**src/design/sias_pkg.sv**
```systemverilog
// ----------------------------------------------------------------------------
// sias_pkg
// Shared types and constants for the sorted insertion buffer.
// ----------------------------------------------------------------------------
package sias_pkg;

    localparam int VALUE_W = 32;
    localparam int COUNT_W = 7;
    localparam int SUM_W   = 40;
    localparam int OUT_W   = 48;

    localparam logic signed [63:0] SUM_MAX = 64'sd549755813887;
    localparam logic signed [63:0] SUM_MIN = -64'sd549755813888;

    typedef struct packed {
        logic take_in;
        logic insert;
        logic sum_step;
        logic load_out;
    } t_cmd;

    typedef struct packed {
        logic full;
        logic sum_last;
    } t_sts;

endpackage

```
**src/design/sias_ctrl.sv**
```systemverilog
// ----------------------------------------------------------------------------
// sias_ctrl
// Sequencer: accept, insert, summing pass, result hand-off.
// ----------------------------------------------------------------------------
module sias_ctrl (
    input  logic          i_clk,
    input  logic          i_rst_n,
    input  logic          i_in_valid,
    output logic          o_in_ready,
    input  logic          i_out_free,
    input  sias_pkg::t_sts i_sts,
    output sias_pkg::t_cmd o_cmd
);

    localparam logic [1:0] ST_IDLE   = 2'd0;
    localparam logic [1:0] ST_INSERT = 2'd1;
    localparam logic [1:0] ST_SUM    = 2'd2;
    localparam logic [1:0] ST_OUT    = 2'd3;

    logic [1:0] r_state;
    logic [1:0] n_state;

    always_comb begin
        n_state        = r_state;
        o_cmd          = '0;
        o_in_ready     = 1'b0;
        unique case (r_state)
            ST_IDLE: begin
                o_in_ready    = 1'b1;
                o_cmd.take_in = i_in_valid;
                if (i_in_valid) begin
                    n_state = ST_INSERT;
                end
            end
            ST_INSERT: begin
                o_cmd.insert = 1'b1;
                n_state      = ST_SUM;
            end
            ST_SUM: begin
                o_cmd.sum_step = 1'b1;
                if (i_sts.sum_last) begin
                    n_state = ST_OUT;
                end
            end
            ST_OUT: begin
                if (i_out_free) begin
                    o_cmd.load_out = 1'b1;
                    n_state        = ST_IDLE;
                end
            end
            default: n_state = ST_IDLE;
        endcase
    end

    always_ff @(posedge i_clk) begin
        if (!i_rst_n) begin
            r_state <= ST_IDLE;
        end else begin
            r_state <= n_state;
        end
    end

endmodule

```
**config.mk**
```make
export PLATFORM = sky130hd
export DESIGN_NAME = sias_ctrl
export DESIGN_NICKNAME = d
export VERILOG_FILES = /design/src/design/sias_pkg.sv /design/src/design/sias_ctrl.sv
export SDC_FILE = /design/constraint.sdc
export NUM_CORES = 1
export LEC_CHECK = 0
export BUFFER_PORTS_ARGS = -buffer_cell sky130_fd_sc_hd__buf_2
export CORE_AREA = 2 2 39 41
export CTS_BUF_LIST = sky130_fd_sc_hd__clkbuf_4
export DETAILED_ROUTE_END_ITERATION = 6
export DIE_AREA = 0 0 41 43
export MAX_ROUTING_LAYER = met4
export PLACE_DENSITY_LB_ADDON = 0.25
export SLEW_MARGIN = 20
export SYNTH_ARGS = -nofsm -noshare
export SYNTH_HDL_FRONTEND = slang
export SYNTH_SLANG_ARGS = --single-unit
export TNS_END_PERCENT = 1
```
**constraint.sdc**
```tcl
create_clock -name i_clk -period 1.4 [get_ports i_clk]
set_clock_uncertainty 0.2 [all_clocks]
set_input_delay 0.42 -clock i_clk [delete_from_list [all_inputs] [get_ports i_clk]]
set_output_delay 0.42 -clock i_clk [all_outputs]
set_load 0.1 [all_outputs]
```
After elaboration in Yosys (flattened, before gate mapping)
Cells that the tools add are included.
- logic and storage cells: 19
- bits of input ports: 6
- flip-flop bits (word level): 2
- output and inout port bits: 5
- reduce and logical (&&, ||, !) cells: 2
- eq/ne operators: 6
- multiplexer cells: 10
- operators with widths (operator ; number):
    2-bit case mux with 4 select lines ; 1
    1-bit two-way mux ; 6
    2-bit two-way mux ; 3
    2-bit inequality test, second input constant ; 3
    2-bit == test, second input constant ; 2
    3-bit AND reduction ; 1
    2-bit by 1-bit == test with 1-bit output, second input constant ; 1
    2-bit zero test ; 1

Logic depth before layout (Yosys ltp)
Gate-level depths: netlist (run 1).
- depth after elaboration: 3
- mapped depth: 4
- mapped depth without buffers: 4

Worst setup path before layout (run 1)
OpenSTA, ideal clock, no wires.
- kind: register -> output
- from: register r_state[0]
- to: output port o_cmd[3] (netlist bit)
- setup slack: -1.309 ns
- arrival: 2.089 ns
- stages on the path, launching flop included: 4
- cells stage by stage: dfxtp_1 -> inv_1 -> ha_1 -> and2_1
- RTL lines (item ; RTL line ; source):
    start, declared ; sias_ctrl.sv:20 ; logic [1:0] r_state;
    start signal, assigned ; sias_ctrl.sv:59 ; r_state <= n_state;
    end, declared ; sias_ctrl.sv:12 ; output sias_pkg::t_cmd o_cmd

==> metrics.md, run 1 <==
| Metric | Value |
|---|---|
| Final setup viols | `7` |
| TritonCTS Buffers | `3` |
| Rel. slew slack | `82.57%` |
| Die Ht | `43 um` |
| Final period util | `121.9%` |
| Final hold vios | `0` |
| Critical path class | `register to primary output` |
| First DRT Iteration DRCs | `3` |
| Netlist cell types | `9` |
| N_diodes | `0` |
| Fin util | `33.00%` |
| Share of layout cells above drive strength 1 | `74.36%` |
| Yosys warning count | `0` |
| CP endpoint kind | `primary output` |
| Total number of vias | `196` |
| HPWL after DPL | `349.7 um` |
| Number of vias per cell | `3.564` |
| Die X | `41 um` |
| Startpoint types | `register` |
| Maximum clock rate | `0.5861 GHz` |
| Drt first pass iters | `4` |
| Data arrival time of the critical path | `1090 ps` |
| PortBufs | `9` |
| Routed wire per std cell | `8.255 um` |
| Worst-path fanout max | `3` |
| Setup repair after global routing missed its margin | `true` |
| CTS Sinks | `2` |
| CTS clk-pin slew, worst paths | `30 ps` |
| Sequential area share after synthesis | `23.70%` |
| Vias in the first global route | `195` |
| IO Pins | `11` |
| Worst endpoint required time | `780 ps` |
| Fillers | `145` |
| Largest registers | `r_state (2)` |
| MaxCap Viol Count | `0` |
| Placer Congestion | `0.6604` |
| H-tree depth | `1` |
| P&R area growth vs syn | `170.4%` |
| Minimum clock period | `1706 ps` |
| Global-route wire length before repair | `752 um` |
| Failing checks | `negative setup slack` |
| Initial antenna violation count | `0` |
| Final #Nets | `51` |
| Final wirelength | `454 um` |
| Starting Density | `12.21%` |
| Layout Cells excl Fill | `55` |
| Cells after Synth | `20` |
| Status | `finished, violations left` |
| Row count | `14` |
| DRC violations left | `0` |
| Netlist Area Pre-Place | `168.9 um2` |
| Commonest non-fill, non-tap cell in the layout | `buf_12` |
| Reg2Reg Setup Slack | `-180 ps` |
| CTS tree | `done` |
| Clock Latency Late Sink | `220 ps` |
| Largest reg by FF count | `r_state` |
| Worst hold path depth | `3` |
| R2R depth | `6` |
| Largest net degree at the start of global routing | `5` |
| Final Slew Violations | `0` |
| DIE AREA | `0.001763 mm2` |
| Final antenna-violating net count | `0` |
| Clk root buf | `clkbuf_4` |
| Mean Syn Cell Area | `8.446 um2` |
| FF+latch count, synth | `2` |
| Worst Tran Pin Value | `261.4 ps` |
| Commonest cells after routing, fill and taps aside | `buf_12, buf_4, buf_2` |
| Setup slack after layout | `-306.2 ps` |
| Total grt overflow | `0` |
| Post-CTS Hold Fix Bufs | `0` |
| Inst Count DP | `49` |
| All-layer global routing usage | `6.256%` |
| Largest register FFs | `2` |
| Hold Path Class | `input port to register` |
| CTS Buffer Depth | `2` |
| Setup TNS | `-1758 ps` |
| Core area | `0.001384 mm2` |
| Synth Net Count | `30` |
per-stage QoR:
stage	worst slack [ps]	hold WS [ps]	instance area [um2]
after floorplan	-357.5	262.2	201.4
after global placement	-129.4	297.0	371.6
after detailed placement	-135.0	300.4	371.6
after CTS	-314.1	281.5	450.4
after global routing	-336.1	291.4	456.7
final	-306.2	278.6	456.7
worst max-delay path, stage by stage (launching register included):
cell and delay, ps:
dfxtp_4 350, inv_4 70, ha_4 140, and2_4 140, buf_12 160
kinds of logic after synthesis:
| kind of cell | share of synthesized area, % |
|---|---|
| AO/OA/AOI/OAI | 8.886 |
| AND/OR/NAND/NOR | 14.82 |
| buffers and inverters | 11.11 |
| multiplexers | 11.85 |
| flip-flops | 23.70 |
| adder cells (fa/ha/maj) | 29.63 |
what timing repair did:
| action | 4_1_cts | 5_1_grt |
|---|---|---|
| pin swaps | 3 | 1 |
| endpoints found under the setup margin | 7 | 7 |
| resized for setup | 5 | 3 |
| buffers inserted | 3 | 0 |
metal layers:
layer | wire [um] | GRT usage [%] | up-vias | share of wire, %
li1 | - | - | 101 | -
met1 | 182 | 7.325 | 85 | 40
met2 | 212 | 9.688 | 10 | 47
met3 | 59 | 2.094 | 0 | 13
met4 | 0 | 2.000 | 0 | 0
met5 | 0 | - | - | 0
synthesized netlist by cell type:
cell type	number	area share, %
a222oi_1	1	5.9
mux2i_1	2	12
o21ai_0	1	3.0
nand2_1	3	6.7
and2_2	1	4.4
inv_1	5	11
ha_1	4	30
dfxtp_1	2	24
and2_1	1	3.7
worst paths after layout:
check,start,end
max,r_state[0],o_cmd[3]
min,i_rst_n,r_state[1]
max reg2reg,r_state[0],r_state[0]
min reg2reg,r_state[1],r_state[1]
layout make-up:
cell class | count | area, um2 | share of cell area [%]
sequential | 2 | 47.55 | 10.41
multi-input combinational | 13 | 153.9 | 33.70
clock buffer | 3 | 22.52 | 4.932
inverter | 5 | 23.77 | 5.205
tap | 16 | 20.02 | 4.384
timing repair buffer | 16 | 188.9 | 41.37
Power of run 1 is left out: the tool's default activity adds up to more than one toggle a clock period on the data nets, which glitch-free logic cannot reach.
==> inputs of run 2 (changes only) <==
CELL_PAD_IN_SITES_DETAIL_PLACEMENT = 0   (was not set)
CELL_PAD_IN_SITES_GLOBAL_PLACEMENT = 2   (was not set)
REMOVE_ABC_BUFFERS = 1   (was not set)
==> run 2 against run 1 <==
Compared with the run above: the run still ends with negative setup slack left; critical path depth unchanged; routed wire length down 1.3%; core utilization down 1.6 points; count of clock-buffer cells in the layout unchanged; global-route usage up 0.62 points; die area unchanged; final cell count down 1.8%; non-clock buffer count down 1; critical path type unchanged.
==> metrics.md, run 2 (same netlist as run 1, synthesis figures left out) <==
| Metric | Value |
|---|---|
| Maximum clock rate | `0.5823 GHz (-0.65%)` |
| Number of vias per cell | `3.611 (+1.3%)` |
| Routed wire per std cell | `8.296 um (+0.51%)` |
| Global-route wire length before repair | `731 um (-2.8%)` |
| Post-CTS Hold Fix Bufs | `0 (unchanged)` |
| Largest reg by FF count | `r_state` |
| Failing checks | `negative setup slack` |
| Vias in the first global route | `204 (+4.6%)` |
| H-tree depth | `1 (unchanged)` |
| Fin util | `31.37% (-1.6 points)` |
| Met1 Use GR | `7.006% (-0.32 points)` |
| Drt first pass iters | `4 (unchanged)` |
| Clk root buf | `clkbuf_4` |
| Initial antenna violation count | `0 (unchanged)` |
| Worst Hold End | `r_state[1]` |
| Minimum clock period | `1717 ps (+11.20 ps)` |
| Worst R2R Start | `r_state[1]` |
| Core area | `0.001384 mm2 (unchanged)` |
| Data arrival time of the critical path | `1100 ps (about the same)` |
| Pre-CTS WS | `-251.1 ps (-116.1 ps)` |
| DRC violations left | `0 (unchanged)` |
| TritonCTS Buffers | `3 (unchanged)` |
| Die X | `41 um (unchanged)` |
| Share of layout cells above drive strength 1 | `71.05% (-3.3 points)` |
| CP endpoint kind | `primary output` |
| Rel. slew slack | `80.32% (-2.3 points)` |
| Largest register FFs | `2 (unchanged)` |
| All-layer global routing usage | `6.872% (+0.62 points)` |
| Clock Latency Late Sink | `220 ps (about the same)` |
| First DRT Iteration DRCs | `11 (+8)` |
| CTS tree | `done` |
| GR Util met2 | `9.375% (-0.31 points)` |
| PortBufs | `9 (unchanged)` |
| Die Ht | `43 um (unchanged)` |
| Final #Nets | `50 (-2.0%)` |
| GR Util met3 | `1.571% (-0.52 points)` |
| Critical path class | `register to primary output` |
| N_diodes | `0 (unchanged)` |
| IO Pins | `11 (unchanged)` |
| HPWL after DPL | `306.4 um (-12%)` |
| MaxCap Viol Count | `0 (unchanged)` |
| CTS Sinks | `2 (unchanged)` |
| R2R depth | `6 (unchanged)` |
| DIE AREA | `0.001763 mm2 (unchanged)` |
| Worst hold path depth | `3 (unchanged)` |
| Row count | `14 (unchanged)` |
| Final Slew Violations | `0 (unchanged)` |
| CTS clk-pin slew, worst paths | `30 ps (about the same)` |
| Largest registers | `r_state (2)` |
| Final setup viols | `7 (unchanged)` |
| Placer Congestion | `0.6076 (-8.0%)` |
| GR peak layer | `met2` |
| Final hold vios | `0 (unchanged)` |
| Total number of vias | `195 (-0.51%)` |
| Commonest cells after routing, fill and taps aside | `buf_12, buf_4, buf_2` |
| P&R area growth vs syn | `157.0%` |
| Startpoint types | `register` |
| Largest net degree at the start of global routing | `5 (unchanged)` |
| Final period util | `122.7% (+0.80 points)` |
| HP Start | `i_rst_n` |
| Worst-path fanout max | `4 (+1)` |
| Final wirelength | `448 um (-1.3%)` |
| Crit Reg-Reg Endpoint | `r_state[1]` |
| CTS Buffer Depth | `2 (unchanged)` |
| Fillers | `152 (+4.8%)` |
| Total grt overflow | `0 (unchanged)` |
| Setup repair after global routing missed its margin | `true` |
| Starting Density | `12.21% (unchanged)` |
| Setup slack after layout | `-317.4 ps (-11.20 ps)` |
| Worst Tran Pin Value | `295.3 ps (+33.83 ps)` |
| Worst endpoint required time | `780 ps (about the same)` |
| Hold Path Class | `input port to register` |
| Status | `finished, violations left` |
| Reg2Reg Setup Slack | `-170 ps (about the same)` |
| Final antenna-violating net count | `0 (unchanged)` |
-- run 2: cell count changes in the layout (fill, tap and decap cells not counted), sizes merged --
cell	previous run	this run
buf	16	15
-- run 2: cell type report --
type,count,area [um2],area share (%)
inverters,5,23.77,5.476
clock buffers,3,22.52,5.187
multi-input cells,13,151.4,34.87
repair buffers,15,168.9,38.90
flip-flops and latches,2,47.55,10.95
well taps,16,20.02,4.611
-- run 2: critical path: stages, from the launching register on --
cell	delay, ps
dfxtp_4	350
inv_4	80
ha_4	140
and2_4	140
buf_12	160
-- run 2: through the flow --
step	setup TNS, ps	hold WS (ps)	cell area, um2	instances
2_1_floorplan	-4016	267.7	168.9	20
3_3_place_gp	-1216	292.3	346.6	50
3_5_place_dp	-1339	301.6	346.6	50
4_1_cts	-1952	267.5	429.2	54
5_1_grt	-2112	276.9	434.2	54
6_report	-1838	280.5	434.2	54
-- run 2: layer usage --
layer  wire [um]  up-vias
li1            -      104
met1         177       85
met2         231        6
met3          39        0
met4           0        0
met5           0        -
-- run 2: how the worst max path moves through the flow --
stage / start / to / cells after the start
global placement: r_state[0] / o_cmd[3] / 4
global route: r_state[0] / o_cmd[3] / 4
floorplan: r_state[0] / o_cmd[3] / 3
CTS: r_state[0] / o_cmd[3] / 4
finish: r_state[0] / o_cmd[3] / 4
detailed placement: r_state[0] / o_cmd[3] / 4
-- run 2: repair_timing --
action	CTS	global route
resized for setup	15	2
setup endpoints to repair	7	7
pin swaps	2	1
setup buffers	1	0
Power of run 2 is left out for the same reason.
==> inputs of run 3 (changes only) <==
TNS_END_PERCENT = 100   (was 1)
==> run 3 against run 2 <==
Compared with the run above: the flow still finishes with violations (negative setup slack); hold slack worse by 2.3 ps; first-iteration DRC count did not move; routed wire length shrank 2.0%; die area stayed put; largest cell class unchanged; via count is 1.0% higher; cell area grew 3.5%; core utilization increased by 1.1 points; global-route usage shrank 0.10 points.
==> metrics.md, run 3 (same netlist as run 1, synthesis figures left out) <==
| Metric | Value |
|---|---|
| Status | `finished, violations left` |
| Failing checks | `negative setup slack` |
| Worst Hold End | `r_state[1]` |
| Final #Nets | `51 (+2.0%)` |
| R2R depth | `7 (+1)` |
| Cell family with most CP delay | `flip-flops` |
| CTS Buffer Depth | `2 (unchanged)` |
| Clock Latency Late Sink | `220 ps (about the same)` |
| Final hold vios | `0 (unchanged)` |
| Commonest non-fill, non-tap cell in the layout | `buf_12` |
| Global-route wire length before repair | `724 um (-0.96%)` |
| All-layer global routing usage | `6.769% (-0.10 points)` |
| Critical path buffer and inverter count | `2 (unchanged)` |
| HP Start | `i_rst_n` |
| Starting Density | `12.21% (unchanged)` |
| CP peak stage delay | `380 ps (+30 ps)` |
| N_diodes | `0 (unchanged)` |
| Final Slew Violations | `0 (unchanged)` |
| Critical path cell sequence | `inv_4 -> ha_4 -> and2_4 -> buf_12` |
| Hold_ws | `278.2 ps (-2.308 ps)` |
| Die Ht | `43 um (unchanged)` |
| Worst path slowest cell | `dfxtp_4` |
| Setup repair after global routing missed its margin | `true` |
| Minimum clock period | `1712 ps (-5.736 ps)` |
| DIE AREA | `0.001763 mm2 (unchanged)` |
| PortBufs | `9 (unchanged)` |
| Number of vias per cell | `3.582 (-0.81%)` |
| Rel. slew slack | `80.34% (about the same)` |
| TritonCTS Buffers | `3 (unchanged)` |
| CTS tree | `done` |
| IO Pins | `11 (unchanged)` |
| DRC violations left | `0 (unchanged)` |
| CP endpoint kind | `primary output` |
| Largest reg by FF count | `r_state` |
| HPWL after DPL | `306.4 um (unchanged)` |
| Placer Congestion | `0.6076 (unchanged)` |
| Die X | `41 um (unchanged)` |
| Maximum clock rate | `0.5842 GHz (+0.34%)` |
| Final setup viols | `7 (unchanged)` |
| Vias in the first global route | `207 (+1.5%)` |
| Total grt overflow | `0 (unchanged)` |
| Total number of vias | `197 (+1.0%)` |
| Setup slack after layout | `-311.7 ps (+5.736 ps)` |
| Share of layout cells above drive strength 1 | `71.79% (+0.74 points)` |
| Worst Tran Pin Value | `294.9 ps (-0.3126 ps)` |
| Worst endpoint required time | `780 ps (about the same)` |
| MaxCap Viol Count | `0 (unchanged)` |
| Routed wire per std cell | `7.982 um (-3.8%)` |
| Worst R2R Start | `r_state[1]` |
| Drt first pass iters | `4 (unchanged)` |
| Worst-path fanout max | `4 (unchanged)` |
| Post-CTS Hold Fix Bufs | `0 (unchanged)` |
| Final antenna-violating net count | `0 (unchanged)` |
| Fillers | `151 (-0.66%)` |
| Final period util | `122.3% (-0.41 points)` |
| Commonest cells after routing, fill and taps aside | `buf_12, buf_2, buf_4` |
| Critical path class | `register to primary output` |
| Worst hold path depth | `3 (unchanged)` |
| Largest register FFs | `2 (unchanged)` |
| Data arrival time of the critical path | `1090 ps (about the same)` |
| P&R area growth vs syn | `165.9%` |
| Startpoint types | `register` |
| Fin util | `32.46% (+1.1 points)` |
| CTS Sinks | `2 (unchanged)` |
| Crit Reg-Reg Endpoint | `r_state[0]` |
| CTS clk-pin slew, worst paths | `30 ps (about the same)` |
| H-tree depth | `1 (unchanged)` |
| Hold Path Class | `input port to register` |
| Final wirelength | `439 um (-2.0%)` |
| Initial antenna violation count | `0 (unchanged)` |
| Clk root buf | `clkbuf_4` |
| First DRT Iteration DRCs | `11 (unchanged)` |
| Core area | `0.001384 mm2 (unchanged)` |
| Largest net degree at the start of global routing | `5 (unchanged)` |
| Largest registers | `r_state (2)` |
| Row count | `14 (unchanged)` |
| Reg2Reg Setup Slack | `-270 ps (-100 ps)` |
[run 3: changes by cell type in the layout (fill, tap and decap cells not counted)]
| cell | previous run | this run |
|---|---|---|
| buf_6 | 1 | 3 |
| buf_4 | 5 | 4 |
[run 3: final cells by class]
type | count | area (um2) | share of cell area (%)
inverters | 5 | 23.77 | 5.292
well taps | 16 | 20.02 | 4.457
repair buffers | 16 | 183.9 | 40.95
multi-input cells | 13 | 151.4 | 33.70
flip-flops and latches | 2 | 47.55 | 10.58
clock buffers | 3 | 22.52 | 5.014
[run 3: worst max path at each step]
| stage | slack, ps | startpoint | cells after the start | to |
|---|---|---|---|---|
| final | -310 | r_state[1] | 4 | o_cmd[3] |
| after global routing | -350 | r_state[1] | 4 | o_cmd[3] |
| after CTS | -330 | r_state[0] | 4 | o_cmd[3] |
| after detailed placement | -250 | r_state[0] | 4 | o_cmd[3] |
| after global placement | -240 | r_state[0] | 4 | o_cmd[3] |
| after floorplan | -1310 | r_state[0] | 3 | o_cmd[3] |
[run 3: metrics by stage]
step                instance area (um2)  cells  setup WS [ps]  TNS (ps)
global placement                  346.6     50         -241.9     -1216
global route                      449.2     55         -347.4     -2278
finish                            449.2     55         -311.7     -2005
detailed placement                346.6     50         -251.1     -1339
CTS                               444.2     55         -333.7     -2132
floorplan                         168.9     20          -1309     -4016
[run 3: tightest hold or removal path, cell delays in order]
cell     delay [ps]
buf_2           120
nand2_1          60
mux2i_1          50
[run 3: what timing repair did]
| item | in CTS | in global routing |
|---|---|---|
| setup buffers | 2 | 1 |
| gates resized for setup | 17 | 3 |
| pin swaps | 3 | 2 |
| endpoints found under the setup margin | 7 | 7 |
| hold endpoints to repair | 0 | 0 |
[run 3: routing by layer]
layer  part of all wire [%]  global-route usage [%]  wire length (um)  up-vias
met1                     39                   6.688               173       86
met4                      0                   8.000                 0        0
met3                    8.9                   1.571                39        0
li1                       -                       -                 -      105
met2                     52                   9.375               227        6
met5                      0                       -                 0        -
Power of run 3 is left out for the same reason.
